$ cat config.mk
export PLATFORM = sky130hd
export DESIGN_NAME = csps_front
export DESIGN_NICKNAME = d
export VERILOG_FILES = /design/src/rtl/core/checkered_sphere_pixel_shader_defines.svh /design/src/rtl/core/csps_pkg.sv /design/src/rtl/core/csps_front.sv
export SDC_FILE = /design/constraint.sdc
export NUM_CORES = 2
export LEC_CHECK = 0
export BUFFER_PORTS_ARGS = -buffer_cell sky130_fd_sc_hd__buf_2
export CORE_MARGIN = 3
export CORE_UTILIZATION = 55
export DETAILED_ROUTE_END_ITERATION = 7
export PLACE_DENSITY = 0.71
export RECOVER_POWER = 50
export SLEW_MARGIN = 20
export SYNTH_ARGS = -nofsm -noshare
export SYNTH_HDL_FRONTEND = slang
export SYNTH_SLANG_ARGS = --single-unit
$ cat constraint.sdc
create_clock -name clk -period 12.8 [get_ports clk]
set_input_delay 1.92 -clock clk [delete_from_list [all_inputs] [get_ports clk]]
set_output_delay 1.92 -clock clk [all_outputs]
set_load 0.05 [all_outputs]
$ cat src/rtl/core/checkered_sphere_pixel_shader_defines.svh
// Assertion macros used by the checkered sphere pixel shader color stage (csps_color).
`ifndef CHECKERED_SPHERE_PIXEL_SHADER_DEFINES_SVH
`define CHECKERED_SPHERE_PIXEL_SHADER_DEFINES_SVH

// Same-cycle implication, checked on every rising edge outside reset.
`define CSPS_ASSERT_IMPL(label, clk, rst, ante, cons, msg) \
  label: assert property (@(posedge clk) disable iff (rst) (ante) |-> (cons)) \
    else $error(msg);

// Next-cycle implication, checked on every rising edge outside reset.
`define CSPS_ASSERT_NEXT(label, clk, rst, ante, cons, msg) \
  label: assert property (@(posedge clk) disable iff (rst) (ante) |=> (cons)) \
    else $error(msg);

`endif

$ cat src/rtl/core/csps_pkg.sv
// Types and constants shared by the checkered sphere pixel shader modules.
package csps_pkg;

  // Coordinate width entering the arcsine polynomial, enough for |x| < 2^17.
  localparam int XW = 18;
  // Angles wrap to 13 bits.
  localparam int ANG_W = 13;
  // Shade terms run from 0 to 256.
  localparam int SHADE_W = 9;

  // Two polynomial lanes: longitude and latitude.
  localparam int LANES = 2;
  localparam int LANE_LON = 0;
  localparam int LANE_LAT = 1;

  typedef logic signed [XW-1:0] ax_t;

  typedef struct packed {
    logic [ANG_W-1:0]   phase;
    logic               on_ball;
    logic [SHADE_W-1:0] dim;
  } side_t;

endpackage

$ cat src/rtl/core/csps_front.sv
// Front end: centring, rotation, squared radius, rim shade and longitude stretch.
module csps_front (
  input  logic                               clk,
  input  logic                               rst,
  input  logic                               in_valid,
  output logic                               in_ready,
  input  logic [14:0]                        pixel_x,
  input  logic [14:0]                        pixel_y,
  input  logic [csps_pkg::ANG_W-1:0]         phase,
  output logic                               out_valid,
  input  logic                               out_ready,
  output csps_pkg::ax_t                      x_lon,
  output csps_pkg::ax_t                      x_lat,
  output csps_pkg::side_t                    side
);
  import csps_pkg::*;

  localparam int NST = 4;

  localparam logic [15:0] STRETCH_ROM [33] = '{
    16'd8192,  16'd8196,  16'd8208,  16'd8228,  16'd8256,  16'd8293,  16'd8339,
    16'd8395,  16'd8460,  16'd8536,  16'd8623,  16'd8723,  16'd8836,  16'd8965,
    16'd9110,  16'd9273,  16'd9459,  16'd9669,  16'd9908,  16'd10180, 16'd10494,
    16'd10856, 16'd11280, 16'd11782, 16'd12385, 16'd13123, 16'd14052, 16'd15262,
    16'd16921, 16'd19378, 16'd23541, 16'd33027, 16'd65535
  };

  logic [NST-1:0] vld;
  logic [NST-1:0] en;

  always_comb begin
    en[NST-1] = !vld[NST-1] || out_ready;
    for (int k = NST - 2; k >= 0; k--) begin
      en[k] = !vld[k] || en[k+1];
    end
  end

  assign in_ready  = en[0];
  assign out_valid = vld[NST-1];

  always_ff @(posedge clk) begin
    if (rst) begin
      vld <= '0;
    end else begin
      if (en[0]) begin
        vld[0] <= in_valid;
      end
      for (int k = 1; k < NST; k++) begin
        if (en[k]) begin
          vld[k] <= vld[k-1];
        end
      end
    end
  end

  // Stage 1: halve and centre, then rotate. Halving and subtracting 8192
  // amounts to flipping the top bit of the halved value.
  logic signed [13:0] pxc, pyc;
  logic signed [27:0] su, sv, su_q, sv_q;
  logic signed [14:0] u1, v1;
  logic [ANG_W-1:0]   ph1;

  assign pxc = {~pixel_x[14], pixel_x[13:1]};
  assign pyc = {~pixel_y[14], pixel_y[13:1]};

  always_comb begin
    su   = 28'(pxc) * 28'sd8028 + 28'(pyc) * 28'sd1627;
    sv   = 28'(pyc) * 28'sd8028 - 28'(pxc) * 28'sd1627;
    su_q = (su + (su[27] ? 28'sd8191 : 28'sd0)) >>> 13;
    sv_q = (sv + (sv[27] ? 28'sd8191 : 28'sd0)) >>> 13;
  end

  always_ff @(posedge clk) begin
    if (en[0]) begin
      u1  <= su_q[14:0];
      v1  <= sv_q[14:0];
      ph1 <= phase;
    end
  end

  // Stage 2: squares and the interpolation products of the stretch table.
  logic signed [29:0] uu_n, vv_n;
  logic [14:0]        av;
  logic [12:0]        ac;
  logic [4:0]         idx;
  logic [7:0]         frac;
  logic [15:0]        r0, r1;
  logic [26:0]        uu2, vv2;
  logic [23:0]        p0, p1;
  logic signed [14:0] u2, v2;
  logic [ANG_W-1:0]   ph2;

  always_comb begin
    uu_n = 30'(u1) * 30'(u1);
    vv_n = 30'(v1) * 30'(v1);
    av   = v1[14] ? 15'(-v1) : 15'(v1);
    ac   = (av > 15'd8191) ? 13'h1fff : av[12:0];
    idx  = ac[12:8];
    frac = ac[7:0];
    r0   = STRETCH_ROM[{1'b0, idx}];
    r1   = STRETCH_ROM[6'({1'b0, idx}) + 6'd1];
  end

  always_ff @(posedge clk) begin
    if (en[1]) begin
      uu2 <= uu_n[26:0];
      vv2 <= vv_n[26:0];
      p0  <= 24'(r0) * 24'(8'd255 - frac);
      p1  <= 24'(r1) * 24'(frac);
      u2  <= u1;
      v2  <= v1;
      ph2 <= ph1;
    end
  end

  // Stage 3: squared radius and the stretch factor.
  logic [27:0]        rr3;
  logic [24:0]        psum;
  logic [15:0]        sf3;
  logic signed [14:0] u3, v3;
  logic [ANG_W-1:0]   ph3;

  assign psum = 25'(p0) + 25'(p1);

  always_ff @(posedge clk) begin
    if (en[2]) begin
      rr3 <= 28'(uu2) + 28'(vv2);
      sf3 <= psum[23:8];
      u3  <= u2;
      v3  <= v2;
      ph3 <= ph2;
    end
  end

  // Stage 4: stretched longitude coordinate, inside test and rim shade.
  logic signed [31:0] us, us_q;
  logic [13:0]        rs;
  logic [SHADE_W-1:0] dim_n;
  logic               inside_n;

  always_comb begin
    us       = 32'(u3) * $signed(32'(sf3));
    us_q     = (us + (us[31] ? 32'sd8191 : 32'sd0)) >>> 13;
    rs       = rr3[27:14];
    inside_n = rr3 <= 28'd67108864;
    // The shade falls off linearly over the outermost 256 steps of rr/16384.
    dim_n    = (rs > 14'd3840) ? 9'(14'd4096 - rs) : 9'd256;
  end

  always_ff @(posedge clk) begin
    if (en[3]) begin
      x_lon        <= us_q[XW-1:0];
      x_lat        <= XW'(v3);
      side.phase   <= ph3;
      side.on_ball <= inside_n;
      side.dim     <= dim_n;
    end
  end

endmodule

# == After elaboration in Yosys (flattened, before gate mapping) ==
# Memories as Yosys holds them, arrays and structs flattened.
# Index checks and enable logic that the tools add are counted.
# word_totals
register_bits,335
mem_bits_ro,2048
inputBits,47
output_inout_bits,61
n_memories,2
# classes
n_addsub,11
mul,9
n_lt_le_gt_ge,5
muxes,9
bitwise,4
n_reduce_logical,8
# memory_table
memory,words,word_bits,rd,rd_ports_with_merged_regs,write_ports,line_no,text
(name not given),64,16,1,0,0,csps_front.sv:101,"r1 = STRETCH_ROM[6'({1'b0, idx}) + 6'd1];"
(name not given),64,16,1,0,0,csps_front.sv:100,"r0 = STRETCH_ROM[{1'b0, idx}];"
# op_table
op,n
"multiplier 14 x 12 -> 26 bit, second input constant",4
2-to-1 mux 16 bit,4
adder 28 x 14 -> 28 bit,2
multiplier 15 x 15 -> 27 bit,2
2-to-1 mux 13 bit,4
multiplier 15 x 17 -> 32 bit,1
adder 31 x 14 -> 31 bit,1
adder 27 x 27 -> 28 bit,1
adder 28 x 26 -> 28 bit,1
"<= comparator 28 x 27 -> 1 bit, second input constant",1
subtractor 28 x 26 -> 28 bit,1
adder 24 bit,1
multiplier 16 x 8 -> 24 bit,1
multiplier 17 x 9 -> 24 bit,1
"> comparator 15 x 13 -> 1 bit, second input constant",1
2-to-1 mux 15 bit,1
negation 15 bit,1
"greater-or-equal comparator 7 bit, second input constant",2
"> comparator 14 x 12 -> 1 bit, second input constant",1
"subtractor 1 x 9 -> 9 bit, first input constant",1
"subtractor 8 x 8 -> 9 bit, first input constant",1
inverter 5 -> 7 bit,1
inverter 6 -> 7 bit,1
"adder 5 x 1 -> 6 bit, second input constant",1
other kinds (3),10

# == Depth between registers and ports, before layout ==
# logic_depth
depth_word,10
mapped_depth,45
ltp_nobuf,45

# == Worst setup path after synthesis ==
# Ideal clock, no wire load.
# synth_path
path_type,input to register
start,in pixel_x[7]
end,reg u1[14] (data pin)
setup_ns,0.272
arrival_time_ns,11.577
path_slack_ns,0.951
cell_stages,38
path_cell_list,inv_1 -> fa_1 -> fa_1 -> inv_1 -> fa_1 -> fa_1 -> inv_1 -> fa_1 -> inv_1 -> ha_1 -> nand2_1 -> nor3_1 -> a221oi_1 -> xnor2_1 -> ha_1 -> fa_1 -> inv_1 -> fa_1 -> (+2 left out) -> ha_1 -> nand2_1 -> a2111oi_1 -> o2111ai_1 -> nor3b_1 -> o31ai_1 -> nor3b_1 -> nor2_1 -> ha_1 -> or4b_2 -> o31ai_1 -> or3_1 -> a21oi_1 -> nor3b_1 -> o31ai_2 -> nand4b_1 -> nor4_1 -> xor2_1
# synth_via
elab_chain_len,4
# synth_rtl
element,line_no,text
from (decl),csps_front.sv:7,"input logic [14:0] pixel_x,"
multiplier 14 x 12 -> 26 bit (*),csps_front.sv:67,su = 28'(pxc) * 28'sd8028 + 28'(pyc) * 28'sd1627;
adder 28 x 26 -> 28 bit (*),csps_front.sv:67,
2-to-1 mux 13 bit,csps_front.sv:69,su_q = (su + (su[27] ? 28'sd8191 : 28'sd0)) >>> 13;
adder 28 x 14 -> 28 bit (*),csps_front.sv:69,
net su_q[14],csps_front.sv:59,"logic signed [27:0] su, sv, su_q, sv_q;"
to (signal assigned),csps_front.sv:75,u1 <= su_q[14:0];
to (decl),csps_front.sv:60,"logic signed [14:0] u1, v1;"
# Mark *: on every way through the listed nets, which the timed path passes. The rest lies on a longest branch.
# A chain may end at the register's enable or synchronous reset.

# == Worst setup path after layout ==
# layout_path
start,in pixel_x[5]
end,reg u1[14] (data pin)
# The elaborated chain is that of the path after synthesis.

==> flow_summary.yaml <==
yosys:
  syn_avg_cell_area_um2: 9.79
  syn_area_mm2: 0.0613
  ys_ff_latch: 331
  syn_inst: 6258
  yosys.area.top_type_share_pct: 33.7
  synth_edf_count: 327
  yosysWarnings: 0
  synth_nets: 8135
  yosys-top-cells-area: "fa_1 (34%), ha_1 (16%), edfxtp_1 (16%), inv_1 (8.6%), xnor2_1 (3.5%)"
  yosysTopAreaCell: "fa_1"
  yosysSeqAreaShare_pct: 16.2
  ys_types: 94
  async_flop_share_pct: 0
  yosys_most_used_dff: "edfxtp_1"
clock_tree:
  cts-root-buf: "clkbuf_16"
  hold_buffers: 0
  htree_levels: 2
  cts.sinks: 331
  insertion_delay_ns: 0.61
  cts_tree: "built"
  clockBufferDepth: 3
  path_clk_slew_ns: 0.06
  numCtsBuffers: 40
routing:
  num_vias: 42200
  ant_nets: 0
  drt-initial-drc-count: 2385
  drc: 0
  wl_met2_mm: 67.1
  top_layer: "met5"
  wl_met1_mm: 58.5
  first_pass_iters: 5
  wire_per_inst_um: 17.2
  wl_met3_mm: 6.71
  avgViaCountPerCell: 5.38
  drt_wl_total_mm: 135
critical_path:
  critPathKind: "input pin to register"
  r2r_slack_ns: 1.78
  required_ns: 13.12
  r2r_start: "v1[3]$_DFFE_PP_"
  worstSetupEndpointType: "register"
  crit_family: "adder cells"
  reg2reg_to: "p1[23]$_DFFE_PP_"
  crit_arrival_ns: 12.39
  crit_path_start_kind: "input pin"
  crit_path_max_fanout: 6
  critPathMaxStageDelay_ns: 0.55
  timing.critical_path.buf_inv: 8
  crit_top_cell: "fa_1"
  reg2reg_depth: 34
  cp_slowest_cell: "fa_1"
cells_and_area:
  layout.nets: 8220
  drive_gt1_share_pct: 4.50
  syn_to_final_growth_pct: 6.03
  stdcell_area_mm2: 0.0650
  final_cell_mix: "inv_1 (1408), fa_1 (1032), ha_1 (798)"
  layout_commonest_cell: "inv_1"
sta:
  period_share_pct: 94.3
  skew_ns: 0.0294
  hold_viol: 0
  slew_violations: 180
  final.min_clock_period_ns: 12.07
  clock.fmax_mhz: 82.9
  setup_viol: 0
  max_slew_margin_pct: -161
  worst_slack_ns: 0.731
  tightest_slew_ns: 3.92
  rsz0062_at_grt: "no"
placement:
  place.detailed.hpwl_mm: 114
  place_ws_ns: -0.0920
  numPortBuffers: 105
  dpl_cell_area_mm2: 0.0637
  gp_congestion: 0.924
min_path:
  min_from: "u2[11]$_DFFE_PP_"
  min_path_cells: 0
  min_path_type: "register to register"
  whs_endpoint: "u3[11]$_DFFE_PP_"
global_routing:
  overflow: 0
  grt_pass1_vias: 44300
  grt_usage_pct: 24.1
  antenna_found_initial: 8
  grt_first_pass_wirelength_mm: 226
  grt_max_degree: 70
die:
  rows: 121
  start_util_pct: 55.8
  die_w_um: 340
  core_area_mm2: 0.110
  dieArea_mm2: 0.115
  fp.dieH_um: 340
  io_pins: 108
job:
  drv_cap: 4
outcome:
  violations: "max-capacitance violations, max-slew violations"
  status: "finished, violations left"
[timing repair]
action                                  4_1_cts  5_1_grt
endpoints found under the setup margin        0        1
resized for setup                             0        2
setup buffers                                 0        0
[logic make-up (layout without fill, tap and decap cells)]
logic type	count (synthesis)	in the layout	share of synthesized area (%)
compound gates	683	683	7.28
xor+xnor	350	350	5.07
fa+ha+maj	1830	1830	50.0
buf+inv	1548	1663	9.54
flops	331	331	16.2
mux	10	10	0.167
other cells	0	5	0
simple gates	1506	1506	11.8
[how the worst max path moves through the flow]
stage | to | slack [ns] | start | cells past startpoint
after floorplan | u1[14]$_DFFE_PP_ | 0.95 | pixel_x[7] | 38
after global placement | u1[14]$_DFFE_PP_ | 0.02 | pixel_x[5] | 40
after detailed placement | u1[14]$_DFFE_PP_ | -0.09 | pixel_x[5] | 40
after CTS | u1[14]$_DFFE_PP_ | 0.52 | pixel_x[5] | 40
after global routing | u1[14]$_DFFE_PP_ | 0.04 | pixel_x[5] | 43
final | u1[14]$_DFFE_PP_ | 0.73 | pixel_x[5] | 43
[cell usage after synthesis, drive strengths merged (18+ instances only)]
library cell  number
nand3             76
xor2             103
nor2             359
inv             1411
and3              36
clkbuf           117
nand4             21
o211ai            18
nor2b             48
a31oi             26
ha               798
and2             180
a21o              69
edfxtp           327
xnor2            246
a211oi            34
nand2b            82
or2               29
fa              1032
a21oi            193
o21ai            146
o21a              38
nor3              79
nand2            510
[state kept, by name, summed over array words and instances, names as in the netlist, 16 cells and up]
signal / count
p0: 24
uu2: 26
x_lon: 18
p1: 24
side: 23
rr3: 28
sf3: 16
vv2: 26
[layout make-up]
cell class	instances	area, µm²
Tap cell	1476	1850
Clock inverter	24	342
Multi-Input combinational cell	4379	45600
Clock buffer	48	1030
Fill cell	9354	44800
Antenna cell	5	12.5
Inverter	1414	5310
Sequential cell	331	9900
Timing Repair Buffer	177	990
[through the flow]
stage	hold slack, ns	cells	utilization, %	setup TNS [ns]
6_report	0.416	7854	59.2	0
5_1_grt	0.421	7852	59.2	0
4_1_cts	0.411	7849	59.3	0
3_5_place_dp	0.405	7777	58.0	-0.0920
3_3_place_gp	0.401	7777	58.0	0
2_1_floorplan	0.400	6258	-	0
[layer usage]
metal	GRT usage, %	up-vias
li1	-	20000
met1	32.7	21100
met2	41.6	982
met3	2.96	184
met4	5.22	2
met5	0	-
[worst reg2reg max path: cells and delay by family, from the launching register on]
kind / cells / cell delay, ns
simple gates: 8 / 2.38
mux: 1 / 0.19
compound gates: 11 / 2.83
flops: 1 / 0.35
fa+ha+maj: 7 / 3.46
buf+inv: 7 / 1.54
Power is left out: the tool's default activity adds up to more than one toggle a clock period on the data nets, which glitch-free logic cannot reach.
