$ cat src/rtl/core/checkered_sphere_pixel_shader_defines.svh
// Assertion macros used by the checkered sphere pixel shader color stage (csps_color).
`ifndef CHECKERED_SPHERE_PIXEL_SHADER_DEFINES_SVH
`define CHECKERED_SPHERE_PIXEL_SHADER_DEFINES_SVH

// Same-cycle implication, checked on every rising edge outside reset.
`define CSPS_ASSERT_IMPL(label, clk, rst, ante, cons, msg) \
  label: assert property (@(posedge clk) disable iff (rst) (ante) |-> (cons)) \
    else $error(msg);

// Next-cycle implication, checked on every rising edge outside reset.
`define CSPS_ASSERT_NEXT(label, clk, rst, ante, cons, msg) \
  label: assert property (@(posedge clk) disable iff (rst) (ante) |=> (cons)) \
    else $error(msg);

`endif

$ cat src/rtl/core/csps_pkg.sv
// Types and constants shared by the checkered sphere pixel shader modules.
package csps_pkg;

  // Coordinate width entering the arcsine polynomial, enough for |x| < 2^17.
  localparam int XW = 18;
  // Angles wrap to 13 bits.
  localparam int ANG_W = 13;
  // Shade terms run from 0 to 256.
  localparam int SHADE_W = 9;

  // Two polynomial lanes: longitude and latitude.
  localparam int LANES = 2;
  localparam int LANE_LON = 0;
  localparam int LANE_LAT = 1;

  typedef logic signed [XW-1:0] ax_t;

  typedef struct packed {
    logic [ANG_W-1:0]   phase;
    logic               on_ball;
    logic [SHADE_W-1:0] dim;
  } side_t;

endpackage

$ cat src/rtl/core/csps_color.sv
// Checker pattern, rim darkening and RGB565 packing, ending in the output register.
`include "checkered_sphere_pixel_shader_defines.svh"

module csps_color (
  input  logic                       clk,
  input  logic                       rst,
  input  logic                       in_valid,
  output logic                       in_ready,
  input  logic [csps_pkg::ANG_W-1:0] poly_in [csps_pkg::LANES],
  input  csps_pkg::side_t            side_in,
  output logic                       out_valid,
  input  logic                       out_ready,
  output logic                       inside_res,
  output logic [15:0]                color
);
  import csps_pkg::*;

  localparam int NST = 4;

  // Soft edge of one checker cell along one axis.
  function automatic logic [SHADE_W-1:0] edge_ramp(input logic [ANG_W-1:0] a);
    logic [SHADE_W-1:0] r;
    if (a < 13'd256) begin
      r = 9'(13'd256 - a);
    end else if (a < 13'd4096) begin
      r = '0;
    end else if (a < 13'd4352) begin
      r = 9'(a - 13'd4096);
    end else begin
      r = 9'd256;
    end
    return r;
  endfunction

  logic [NST-1:0] vld;
  logic [NST-1:0] en;

  always_comb begin
    en[NST-1] = !vld[NST-1] || out_ready;
    for (int k = NST - 2; k >= 0; k--) begin
      en[k] = !vld[k] || en[k+1];
    end
  end

  assign in_ready  = en[0];
  assign out_valid = vld[NST-1];

  always_ff @(posedge clk) begin
    if (rst) begin
      vld <= '0;
    end else begin
      if (en[0]) begin
        vld[0] <= in_valid;
      end
      for (int k = 1; k < NST; k++) begin
        if (en[k]) begin
          vld[k] <= vld[k-1];
        end
      end
    end
  end

  // Stage 1: spin the longitude and shape both axes.
  logic [ANG_W-1:0]   lon;
  logic [SHADE_W-1:0] cu1, cv1, dim1, dim2, dim3;
  logic               in1, in2, in3;

  assign lon = poly_in[LANE_LON] + side_in.phase;

  always_ff @(posedge clk) begin
    if (en[0]) begin
      cu1  <= edge_ramp(lon);
      cv1  <= edge_ramp(poly_in[LANE_LAT]);
      in1  <= side_in.on_ball;
      dim1 <= side_in.dim;
    end
  end

  // Stage 2: smooth checker term, centred on 128.
  logic signed [9:0]  cu_s, cv_s;
  logic signed [19:0] cprod, cprod_q;
  logic [SHADE_W-1:0] chk2;

  always_comb begin
    cu_s    = $signed({1'b0, cu1}) - 10'sd128;
    cv_s    = $signed({1'b0, cv1}) - 10'sd128;
    cprod   = 20'(cu_s) * 20'(cv_s);
    cprod_q = (cprod + (cprod[19] ? 20'sd127 : 20'sd0)) >>> 7;
  end

  always_ff @(posedge clk) begin
    if (en[1]) begin
      chk2 <= 9'(cprod_q + 20'sd128);
      in2  <= in1;
      dim2 <= dim1;
    end
  end

  // Stage 3: green and blue from the checker term; red stays at full scale.
  logic [13:0] gm;
  logic [12:0] bm;
  logic [5:0]  g3;
  logic [4:0]  b3;

  always_comb begin
    gm = 14'(chk2) * 14'd63;
    bm = 13'(chk2) * 13'd31;
  end

  always_ff @(posedge clk) begin
    if (en[2]) begin
      g3   <= gm[13:8];
      b3   <= bm[12:8];
      in3  <= in2;
      dim3 <= dim2;
    end
  end

  // Stage 4: rim darkening and packing into the output register.
  logic [12:0] rm, bm4;
  logic [13:0] gm4;

  always_comb begin
    rm  = 13'(dim3) * 13'd31;
    gm4 = 14'(g3) * 14'(dim3);
    bm4 = 13'(b3) * 13'(dim3);
  end

  always_ff @(posedge clk) begin
    if (en[3]) begin
      inside_res <= in3;
      color      <= in3 ? {rm[12:8], gm4[13:8], bm4[12:8]} : 16'h0000;
    end
  end

  `CSPS_ASSERT_IMPL(a_bg_black, clk, rst, out_valid && !inside_res, color == 16'h0000, "background item carries a nonzero color")
  `CSPS_ASSERT_IMPL(a_ramp_range, clk, rst, vld[0], (cu1 <= 9'd256) && (cv1 <= 9'd256), "checker ramp out of range")
  `CSPS_ASSERT_IMPL(a_chk_range, clk, rst, vld[1], chk2 <= 9'd256, "checker term out of range")
  `CSPS_ASSERT_NEXT(a_handoff, clk, rst, vld[2] && en[3], vld[3], "item lost between shade stages")

endmodule

$ cat config.mk
export PLATFORM = sky130hd
export DESIGN_NAME = csps_color
export DESIGN_NICKNAME = d
export VERILOG_FILES = /design/src/rtl/core/csps_pkg.sv /design/src/rtl/core/csps_color.sv
export VERILOG_INCLUDE_DIRS = /design/src /design/src/rtl/core
export SDC_FILE = /design/constraint.sdc
export NUM_CORES = 1
export LEC_CHECK = 0
export BUFFER_PORTS_ARGS = -buffer_cell sky130_fd_sc_hd__buf_4
export CAP_MARGIN = 10
export CORE_ASPECT_RATIO = 1.4
export CORE_MARGIN = 4
export CORE_UTILIZATION = 43
export CTS_BUF_LIST = sky130_fd_sc_hd__clkbuf_2
export DETAILED_ROUTE_END_ITERATION = 8
export PLACE_DENSITY = 0.65
export SYNTH_ARGS = -nofsm -noshare
export SYNTH_HDL_FRONTEND = slang
export SYNTH_SLANG_ARGS = --single-unit
$ cat constraint.sdc
create_clock -name clk -period 6.7 [get_ports clk]
set_clock_uncertainty 0.05 [all_clocks]
set_input_delay 0.335 -clock clk [delete_from_list [all_inputs] [get_ports clk]]
set_output_delay 0.335 -clock clk [all_outputs]
set_load 0.01 [all_outputs]
* Word level (Yosys, flattened, before mapping)
Cells that the tools add are included.
** Storage, ports and cells
- Word-level logic and storage cells :: 53
- Register bits :: 89
- Input bits :: 53
- Output and inout port bits :: 19
** Cells by class
- $lt $le $gt $ge :: 6
- $add $sub $neg :: 9
- Multiplexer cells :: 7
- Multipliers :: 6
- Reduce and logical (&&, ||, !) cells :: 8
** Operators with widths (count)
- $mux W9 :: 6
- $lt A13 B13 Y1 const B :: 4
- $lt A13 B9 Y1 const B :: 2
- $mul A9 B5 Y13 const B :: 2
- $mul A10 B10 Y20 :: 1
- $sub A9 B8 Y10 const B :: 2
- $sub A9 B1 Y9 const B :: 2
- $sub A9 B9 Y9 const A :: 2
- $add A16 B8 Y16 :: 1
- $mul A6 B9 Y14 :: 1
- $mul A9 B6 Y14 const B :: 1
- $add A13 B13 Y13 :: 1
- $mul A5 B9 Y13 :: 1
- $add A9 B9 Y9 const B :: 1
- $mux W7 :: 1
- $logic_not A1 Y1 :: 4
- $logic_or A1 B1 Y1 :: 4

* Depth between registers and ports, before layout
Gate-level depths: netlist of the first run.
- Word-level depth :: 5
- Gate-level depth with buffers :: 29
- Mapped depth without buffers :: 28

* Worst setup path before layout of the first run
OpenSTA, ideal clock, no wires.
- Path type :: register to register
- From :: reg cv1[7]
- To :: reg chk2[8], data pin
- Path slack :: -0.426 ns
- Data required time :: 6.492 ns
- Stages on the path, launching flop included :: 29
- Path buffers :: 3
- Arrival :: 6.918 ns
- Clock period less this slack :: 7.126 ns
- Library setup time :: 0.158 ns
- Cells stage by stage :: edfxtp_1 clkbuf_1 inv_1 ha_1 clkbuf_1 nand2b_1 fa_1 fa_1 inv_1 fa_1 fa_1 inv_1 fa_1 inv_1 ha_1 clkbuf_1 nor3_1 nor3_1 o21ai_1 a21bo_1 xnor2_1 inv_1 ha_1 or2_2 a21oi_1 o21ba_2 or2_4 or4_1 o211ai_1
** Between the ends
- Cells in the longest elaborated chain, start to end :: 5
** RTL lines
- from (decl) :: line csps_color.sv:65 : logic [SHADE_W-1:0] cu1, cv1, dim1, dim2, dim3;
- from (signal assigned) :: line csps_color.sv:73 : cv1 <= edge_ramp(poly_in[LANE_LAT]);
- $sub A9 B8 Y10 * :: line csps_color.sv:86 : cv_s = $signed({1'b0, cv1}) - 10'sd128;
- $mul A10 B10 Y20 * :: line csps_color.sv:87 : cprod = 20'(cu_s) * 20'(cv_s);
- $mux W7 :: line csps_color.sv:88 : cprod_q = (cprod + (cprod[19] ? 20'sd127 : 20'sd0)) >>> 7;
- $add A16 B8 Y16 * :: line csps_color.sv:88
- $add A9 B9 Y9 * :: line csps_color.sv:93 : chk2 <= 9'(cprod_q + 20'sd128);
- to (signal assigned) :: line csps_color.sv:93
- to (decl) :: line csps_color.sv:82 : logic [SHADE_W-1:0] chk2;
Every way passes the cells marked *; elsewhere a longest branch is shown, timed or not.
A chain may end at the register's enable or synchronous reset.

* Worst setup path in the final report of the first run
- From :: reg cu1[7]
- To :: reg chk2[8], data pin
** Between the ends
- Cells in the longest elaborated chain, start to end :: 5
** RTL lines
- from (decl) :: line csps_color.sv:65
- from (signal assigned) :: line csps_color.sv:72 : cu1 <= edge_ramp(lon);
- $sub A9 B8 Y10 * :: line csps_color.sv:85 : cu_s = $signed({1'b0, cu1}) - 10'sd128;
- $mul A10 B10 Y20 * :: line csps_color.sv:87
- $mux W7 :: line csps_color.sv:88
- $add A16 B8 Y16 * :: line csps_color.sv:88
- $add A9 B9 Y9 * :: line csps_color.sv:93
Marks and branches as above.

==> qor.yml, run 1 <==
status: "finished clean"
antenna_found_initial: 1
async_reset_ff_share_pct: 0
syn-num-nets: 1686
synth_edf_count: 85
htree_num_levels: 3
antenna_left: 0
powerDensity_nw_per_um2: 540
final-hold-violation-count: 0
p_seq_share_pct: 15.7
wl_mm: 26.3
slew_headroom_pct: 22.5
finalSetupViolCount: 0
rsz0062_at_grt: "yes"
crit_type: "reg2reg"
synth_area_per_cell_um2: 9.89
period_minus_slack_ns: 6.59
fin_ws_ns: 0.109
synth_cells: 1294
drc_errors: 0
power_frac_comb_pct: 80.3
clockRootBuffer: "clkbuf_2"
firstDrtPassIters: 5
fin_area_um2: 14600
via_count: 9043
hold_class: "in2reg"
place_area_um2: 13900
worst_setup_path_end_kind: "flop"
yosys_most_used_dff: "edfxtp_1"
die-width_um: 154
dp_cells: 1730
grt_pass1_vias: 9892
gp_congestion: 0.839
whs_ns: 0.0809
hpwlAfterDp_mm: 21.8
syn_area_um2: 12800
arrival_ns: 6.99
cp.required_ns: 7.09
clockPowerShare_pct: 3.9
p_sw_share_pct: 47.9
io_buffer_count: 71
cp-start-kind: "flop"
pin_count: 72
setup-tns-final_ns: 0
ys_seq_elements: 89
grt_usage_pct: 16.7
drtIter0Drc: 309
grt_remaining_overflow: 0
maxSlewViolCount: 0
yosys_warnings: 0
p_sw_mw: 3.77
path_clk_slew_ns: 0.30
fin_cells: 1786
cts.sinks: 89
pre_cts_ws_ns: -0.0243
leakagePower_nw: 7.14
routedWlPerCell_um: 14.7
cts_tree: "yes"
fin_crit_sh_pct: 98.4
clk_latency_ns: 0.57
dieHeight_um: 212
std_cell_rows: 74
cts_made_buffers: 9
avgViaCountPerCell: 5.06
tightest_slew_ns: 1.16
synthToLayoutAreaGrowth_pct: 13.9
vdd_drop_max_uv: 467
seq_area_frac_synth_pct: 20.6
timing.fmax_ghz: 0.152
worstPathMaxFanout: 6
p_int_mw: 4.10
initial_core_util_pct: 43.7
grt_max_degree: 30
die-area_um2: 32600
grt_pass1_wl_mm: 45.2
clk_path_buf_depth: 2
fillers: 2675
maxCapViolCount: 0
nNetsFinal: 1792
synth_cell_type_count: 68
core_um2: 29300
drive_gt1_share_pct: 14.2
[synth_stat cells (20+ instances only)]
library cell	n	area [um2]
xor2_1	20	175
ha_1	151	1890
nor2_1	59	221
nor2b_1	23	144
inv_1	251	942
o21ai_0	20	100
nand2_1	128	480
edfxtp_1	85	2550
fa_1	188	3760
and2_1	61	382
nor3_1	20	100
a21oi_1	44	220
clkbuf_1	36	135
a21o_1	21	158
xnor2_1	46	403
[cells in the final DEF, fill, tap and decap left out, types with 3 or more instances in the layout]
master,instances
inv_1,240
fa_1,182
ha_1,139
nand2_1,124
buf_4,111
edfxtp_1,85
and2_1,58
nor2_1,57
xnor2_1,45
a21oi_1,43
a21o_1,21
xor2_1,20
o21ai_0,19
nor3_1,19
nor2b_1,17
dlygate4sd3_1,16
and3_1,11
inv_2,11
o21a_1,10
ha_4,10
o211ai_1,9
nand3_1,9
clkbuf_2,9
nand2b_1,8
o21bai_1,7
nor2b_2,6
or3_1,6
a31oi_1,6
fa_2,6
nor4_1,5
or4_1,4
buf_6,4
dfxtp_1,4
and2_4,3
a211oi_1,3
mux2i_1,3
[worst max-delay path, cell delays in order, from the launching register on]
cell and delay (ns):
edfxtp_1 0.45, clkinv_2 0.09, ha_4 0.19, and2_4 0.17, fa_2 0.53, fa_1 0.59
fa_1 0.44, fa_1 0.54, inv_1 0.05, fa_1 0.53, inv_1 0.04, ha_1 0.34
o211ai_1 0.12, nor3_2 0.20, o21ai_4 0.11, a21bo_2 0.24, xnor2_2 0.19, inv_2 0.08
ha_4 0.26, or2_4 0.10, a21oi_2 0.05, o21ba_4 0.22, or2_4 0.24, or4_4 0.51
o211ai_1 0.10
[metal layers]
metal,global-route usage [%],vias to the layer above,wire length (um)
met5,0,-,0
met4,6.03,0,855
met3,1.53,56,542
met2,34.6,157,15200
met1,17.1,4465,9700
li1,-,4365,-
[cells by family after synthesis]
group,after synthesis,share of synthesized area (%)
AO/OA/AOI/OAI,153,8.27
buffers and inverters,289,8.48
adder cells (fa/ha/maj),339,44.2
AND/OR/NAND/NOR,354,13.6
flip-flops,89,20.6
multiplexers,4,0.323
XOR/XNOR,66,4.52
[worst paths after layout]
kind / from / endpoint / slack (ns) / depth (start not counted)
worst max register to register: cu1[7] / chk2[8] / 0.11 / 24
worst max-delay path: cu1[7] / chk2[8] / 0.11 / 24
worst min-delay path: poly_in[2] / cv1[2] / 0.08 / 3
worst min register to register: dim1[7] / dim2[7] / 0.40 / 0
[power by group through the flow]
stage / logic (mW) / clock network [mW] / registers (mW)
floorplan: 4.98 / 0 / 1.18
global placement: 6.05 / 0 / 1.26
detailed placement: 6.27 / 0 / 1.26
CTS: 6.35 / 0.319 / 1.24
global route: 7.39 / 0.341 / 1.27
finish: 6.32 / 0.310 / 1.24
[layout make-up]
class                   count  area (um2)  share of cell area (%)
clock buffers               9        45.0                   0.309
clock inverters             7        87.6                   0.601
repair buffers            131        1040                    7.13
multi-input cells         916        9340                    64.1
well taps                 380         475                    3.26
inverters                 253         951                    6.52
diodes                      1        2.50                  0.0172
flip-flops and latches     89        2630                    18.1
[flip-flops by register name, summed over array words and instances (netlist names)]
| signal | cells |
|---|---|
| dim1 | 9 |
| b3 | 5 |
| g3 | 6 |
| in1 | 1 |
| vld | 4 |
| in2 | 1 |
| chk2 | 9 |
| cu1 | 9 |
| dim3 | 9 |
| inside_res | 1 |
| color | 16 |
| cv1 | 9 |
| in3 | 1 |
| dim2 | 9 |
[stage by stage]
step / power (mW) / util (%)
after global routing: 9.00 / 49.8
after CTS: 7.91 / 48.8
final: 7.87 / 49.8
after floorplan: 6.16 / -
after detailed placement: 7.53 / 47.5
after global placement: 7.30 / 47.5
[repair_timing]
action                     4_1_cts  5_1_grt
gates resized for setup          9       48
buffers inserted                12       11
hold endpoints to repair        17        0
setup endpoints to repair        1        4
hold buffers                    16        0
pin swaps                       14       39
No activity file was read; power rests on OpenSTA's default activity.
==> inputs of run 2 (changes only) <==
==> constraint.sdc (replaced) <==
create_clock -name clk -period 6.7 [get_ports clk]
set_clock_uncertainty 0.05 [all_clocks]
set_input_delay 1.34 -clock clk [delete_from_list [all_inputs] [get_ports clk]]
set_output_delay 1.34 -clock clk [all_outputs]
set_load 0.01 [all_outputs]
==> run 2 against run 1 <==
  * Utilization decreased by 0.55 points
  * Combinational power about the same
  * Power about the same
  * Critical path depth unchanged
  * Highest routed layer unchanged
==> qor.yml, run 2 (synthesized netlist as in run 1, its figures left out) <==
powerDensity_nw_per_um2: 546
pin_count: 72
via_count: 8960
wl_mm: 26.1
htree_num_levels: 3
final-hold-violation-count: 0
grt_pass1_wl_mm: 44.8
vdd_drop_max_uv: 472
crit_type: "reg2reg"
grt_pass1_vias: 9796
setup-tns-final_ns: 0
hold_class: "reg2reg"
slew_headroom_pct: 17.2
grt_max_degree: 30
fin_area_um2: 14400
synthToLayoutAreaGrowth_pct: 12.7
drtIter0Drc: 332
fin_ws_ns: 0.110
path_clk_slew_ns: 0.31
regMostFlops: "color"
timing.fmax_ghz: 0.152
finalSetupViolCount: 0
final_common_cell: "inv_1"
clk_path_buf_depth: 2
cts_tree: "yes"
period_minus_slack_ns: 6.59
cp.required_ns: 7.13
grt_usage_pct: 16.6
dp_cells: 1730
nNetsFinal: 1776
cp-start-kind: "flop"
maxSlewViolCount: 0
antenna_left: 0
fillers: 2691
cts.sinks: 89
grt_remaining_overflow: 0
core_um2: 29300
dieHeight_um: 212
routedWlPerCell_um: 14.7
tightest_slew_ns: 1.24
drc_errors: 0
die-area_um2: 32600
firstDrtPassIters: 5
largest_reg_flops: 16
io_buffer_count: 71
std_cell_rows: 74
status: "finished clean"
pre_cts_ws_ns: -0.0243
place_area_um2: 13900
maxCapViolCount: 0
antenna_found_initial: 1
initial_core_util_pct: 43.7
arrival_ns: 7.02
fin_cells: 1770
worst_setup_path_end_kind: "flop"
drive_gt1_share_pct: 14.3
rsz0062_at_grt: "yes"
finalCoreUtilization_pct: 49.3
cts_made_buffers: 9
fin_crit_sh_pct: 98.4
hpwlAfterDp_mm: 21.8
clk_latency_ns: 0.60
final_cell_mix: "240 x inv_1, 182 x fa_1, 139 x ha_1, 124 x nand2_1, 111 x buf_4"
leakagePower_nw: 7.08
worstPathMaxFanout: 6
clockRootBuffer: "clkbuf_2"
die-width_um: 154
gp_congestion: 0.839
avgViaCountPerCell: 5.06
-- run 2: changes by cell type in the layout (fill, tap and decap cells not counted), sizes merged --
cell,change
dlygate4sd3,-16
-- run 2: path summary, 6_finish.rpt --
kind,cells after the start,from,to,slack (ns)
setup / recovery,24,cu1[7],chk2[8],0.11
hold / removal,0,dim2[4],dim3[4],0.39
setup reg to reg,24,cu1[7],chk2[8],0.11
hold reg to reg,0,dim2[4],dim3[4],0.39
-- run 2: cell type report --
type                    instances  area [um2]  area share (%)
diodes                          1        2.50          0.0174
inverters                     253         951            6.60
flip-flops and latches         89        2630            18.3
clock inverters                 7        87.6           0.608
clock buffers                   9        45.0           0.312
multi-input cells             916        9340            64.8
well taps                     380         475            3.30
repair buffers                115         878            6.09
-- run 2: metal layers --
metal	part of all wire (%)	vias to the layer above	GRT usage, %
met5	0	-	0
met4	3.1	0	6.12
met3	2.1	45	1.53
met2	58	148	34.1
met1	37	4437	17.1
li1	-	4330	-
-- run 2: through the flow --
stage	hold slack, ns	power, mW
6_report	0.390	7.87
3_3_place_gp	0.351	7.30
4_1_cts	0.377	7.90
5_1_grt	0.384	8.99
3_5_place_dp	0.355	7.53
2_1_floorplan	0.350	6.16
-- run 2: critical path: stages (launching register included) --
cell and delay (ns):
edfxtp_1 0.45, clkinv_2 0.09, ha_4 0.19, and2_4 0.18, fa_2 0.53, fa_1 0.59
fa_1 0.44, fa_1 0.54, inv_1 0.05, fa_1 0.53, inv_1 0.04, ha_1 0.34
o211ai_1 0.12, nor3_2 0.20, o21ai_4 0.11, a21bo_2 0.24, xnor2_2 0.19, inv_2 0.08
ha_4 0.26, or2_4 0.10, a21oi_2 0.05, o21ba_4 0.22, or2_4 0.24, or4_4 0.51
o211ai_1 0.10
-- run 2: where the power goes --
part / internal (mW) / leakage (nW) / switching, mW
combinational: 2.94 / 6.02 / 3.38
sequential: 1.06 / 0.979 / 0.183
clock: 0.0949 / 0.0792 / 0.217
total: 4.09 / 7.08 / 3.78
-- run 2: what timing repair did --
action	CTS	global route
resized for setup	9	48
setup endpoints to repair	1	4
hold buffers	0	0
pin swaps	14	39
setup buffers	12	11
==> inputs of run 3 (changes only) <==
--- a/config.mk
+++ b/config.mk
@@ -15,2 +15,3 @@
 export DETAILED_ROUTE_END_ITERATION = 8
+export GPL_TIMING_DRIVEN = 0
 export PLACE_DENSITY = 0.65
--- a/constraint.sdc
+++ b/constraint.sdc
@@ -4,2 +4,2 @@
 set_output_delay 1.34 -clock clk [all_outputs]
-set_load 0.01 [all_outputs]
+set_load 0.05 [all_outputs]
==> run 3 against run 2 <==
  * The flow now finishes with violations (negative setup slack)
  * Die area unchanged
  * Sequential share of layout area down 0.27 points
  * Register-to-register slack worse by 0.17 ns
  * Largest cell class unchanged
  * Worst hold slack better by 0.014 ns
==> qor.yml, run 3 (synthesized netlist as in run 1, its figures left out) <==
status: "finished with violations"
violations: "negative setup slack"
die-area_um2: 32600
worstHoldPathCells: 0
core_um2: 29300
regMostFlops: "color"
cts_tree: "yes"
clk_latency_ns: 0.57
firstDrtPassIters: 5
wl_mm: 25.9
grt_usage_pct: 16.8
tightest_slew_ns: 0.921
cts.sinks: 89
clockRootBuffer: "clkbuf_2"
fin_ws_ns: -0.0563
arrival_ns: 7.12
period_minus_slack_ns: 6.76
grt_max_degree: 30
drc_errors: 0
cp-start-kind: "flop"
fin_area_um2: 14600
antenna_left: 0
avgViaCountPerCell: 5.09
whs_ns: 0.403
grt_remaining_overflow: 0
io_buffer_count: 71
drive_gt1_share_pct: 14.4
routedWlPerCell_um: 14.4
timing.fmax_ghz: 0.148
cts_made_buffers: 9
die-width_um: 154
slew_headroom_pct: 38.4
path_clk_slew_ns: 0.27
finalCoreUtilization_pct: 50.0
pin_count: 72
final-hold-violation-count: 0
rsz0062_at_grt: "yes"
via_count: 9120
cp.required_ns: 7.06
worst_setup_path_end_kind: "flop"
drtIter0Drc: 291
std_cell_rows: 74
clk_path_buf_depth: 2
place_area_um2: 13900
worstPathMaxFanout: 8
nNetsFinal: 1799
maxCapViolCount: 0
r2r_cells: 26
crit_type: "reg2reg"
synthToLayoutAreaGrowth_pct: 14.4
gp_congestion: 0.811
final_cell_mix: "240 x inv_1, 182 x fa_1, 139 x ha_1, 125 x nand2_1, 107 x buf_4"
initial_core_util_pct: 43.7
finalSetupViolCount: 1
largest_reg_flops: 16
antenna_found_initial: 1
hold_class: "reg2reg"
maxSlewViolCount: 0
dieHeight_um: 212
grt_pass1_wl_mm: 45.7
final_common_cell: "inv_1"
fillers: 2723
htree_num_levels: 3
grt_pass1_vias: 10000
fin_crit_sh_pct: 101
hpwlAfterDp_mm: 21.9
==> run 3: cell types whose count changed in the layout (fill, tap and decap cells not counted), moves of 2 or more <==
cell      before  now
clkbuf_1       0   20
ha_2           2    0
nand2b_1       8    6
inv_2         11    9
ha_4          10   12
nand2b_4       2    4
nand2_4        2    0
nor2b_2        6    4
buf_4        111  107
buf_12         0    2
==> run 3: metal layers <==
metal / up-vias / share of wire (%) / routed length, um / track usage (%)
met5: - / 0 / 0 / 0
met4: 0 / 3.2 / 830 / 5.51
met3: 44 / 2.1 / 533 / 1.59
met2: 136 / 59 / 15200 / 34.9
met1: 4559 / 36 / 9310 / 17.3
li1: 4381 / - / - / -
==> run 3: layout make-up <==
cell class	count	area [um2]	share of cell area, %
tap	380	475	3.25
buffer	22	115	0.787
timing repair buffer	116	932	6.37
sequential	89	2630	18.0
clock buffer	9	45.0	0.308
antenna	1	2.50	0.0171
multi-input combinational	916	9390	64.2
clock inverter	7	76.3	0.522
inverter	253	962	6.57
==> run 3: worst paths after layout <==
path	startpoint	slack, ns	to
setup reg to reg	cu1[7]	-0.06	chk2[8]
setup / recovery	cu1[7]	-0.06	chk2[8]
hold reg to reg	dim2[7]	0.40	dim3[7]
hold / removal	dim2[7]	0.40	dim3[7]
==> run 3: timing repair <==
item / CTS / global route
setup buffers: 33 / 10
endpoints found under the setup margin: 9 / 8
pin swaps: 54 / 41
gates resized for setup: 49 / 15
hold buffers: 0 / 0
==> run 3: metrics by stage <==
step	cells	setup WS [ns]	setup TNS, ns
6_report	1793	-0.0563	-0.0563
5_1_grt	1793	-0.219	-0.504
4_1_cts	1783	0.00205	0
3_5_place_dp	1746	-0.803	-4.33
3_3_place_gp	1745	-0.692	-3.42
2_1_floorplan	1294	0.00251	0
==> run 3: critical path, cell delays in order (launching register included) <==
cell and delay (ns):
edfxtp_1 0.48, clkinv_4 0.08, ha_4 0.18, clkbuf_16 0.16, and2_4 0.17, fa_2 0.61, buf_6 0.12, fa_1 0.43
fa_1 0.46, fa_1 0.49, inv_1 0.05, fa_1 0.49, inv_2 0.05, ha_4 0.27, o211ai_1 0.10, nor3_2 0.25
o21ai_4 0.12, a21bo_4 0.25, xnor2_4 0.20, inv_2 0.07, ha_4 0.27, or2_4 0.10, a21oi_2 0.06, o21ba_4 0.22
or2_4 0.25, or4_1 0.50, o211ai_1 0.09
Power of run 3 is not shown: default switching activity piles up to over one toggle a cycle in this logic, so the estimate is an artifact.
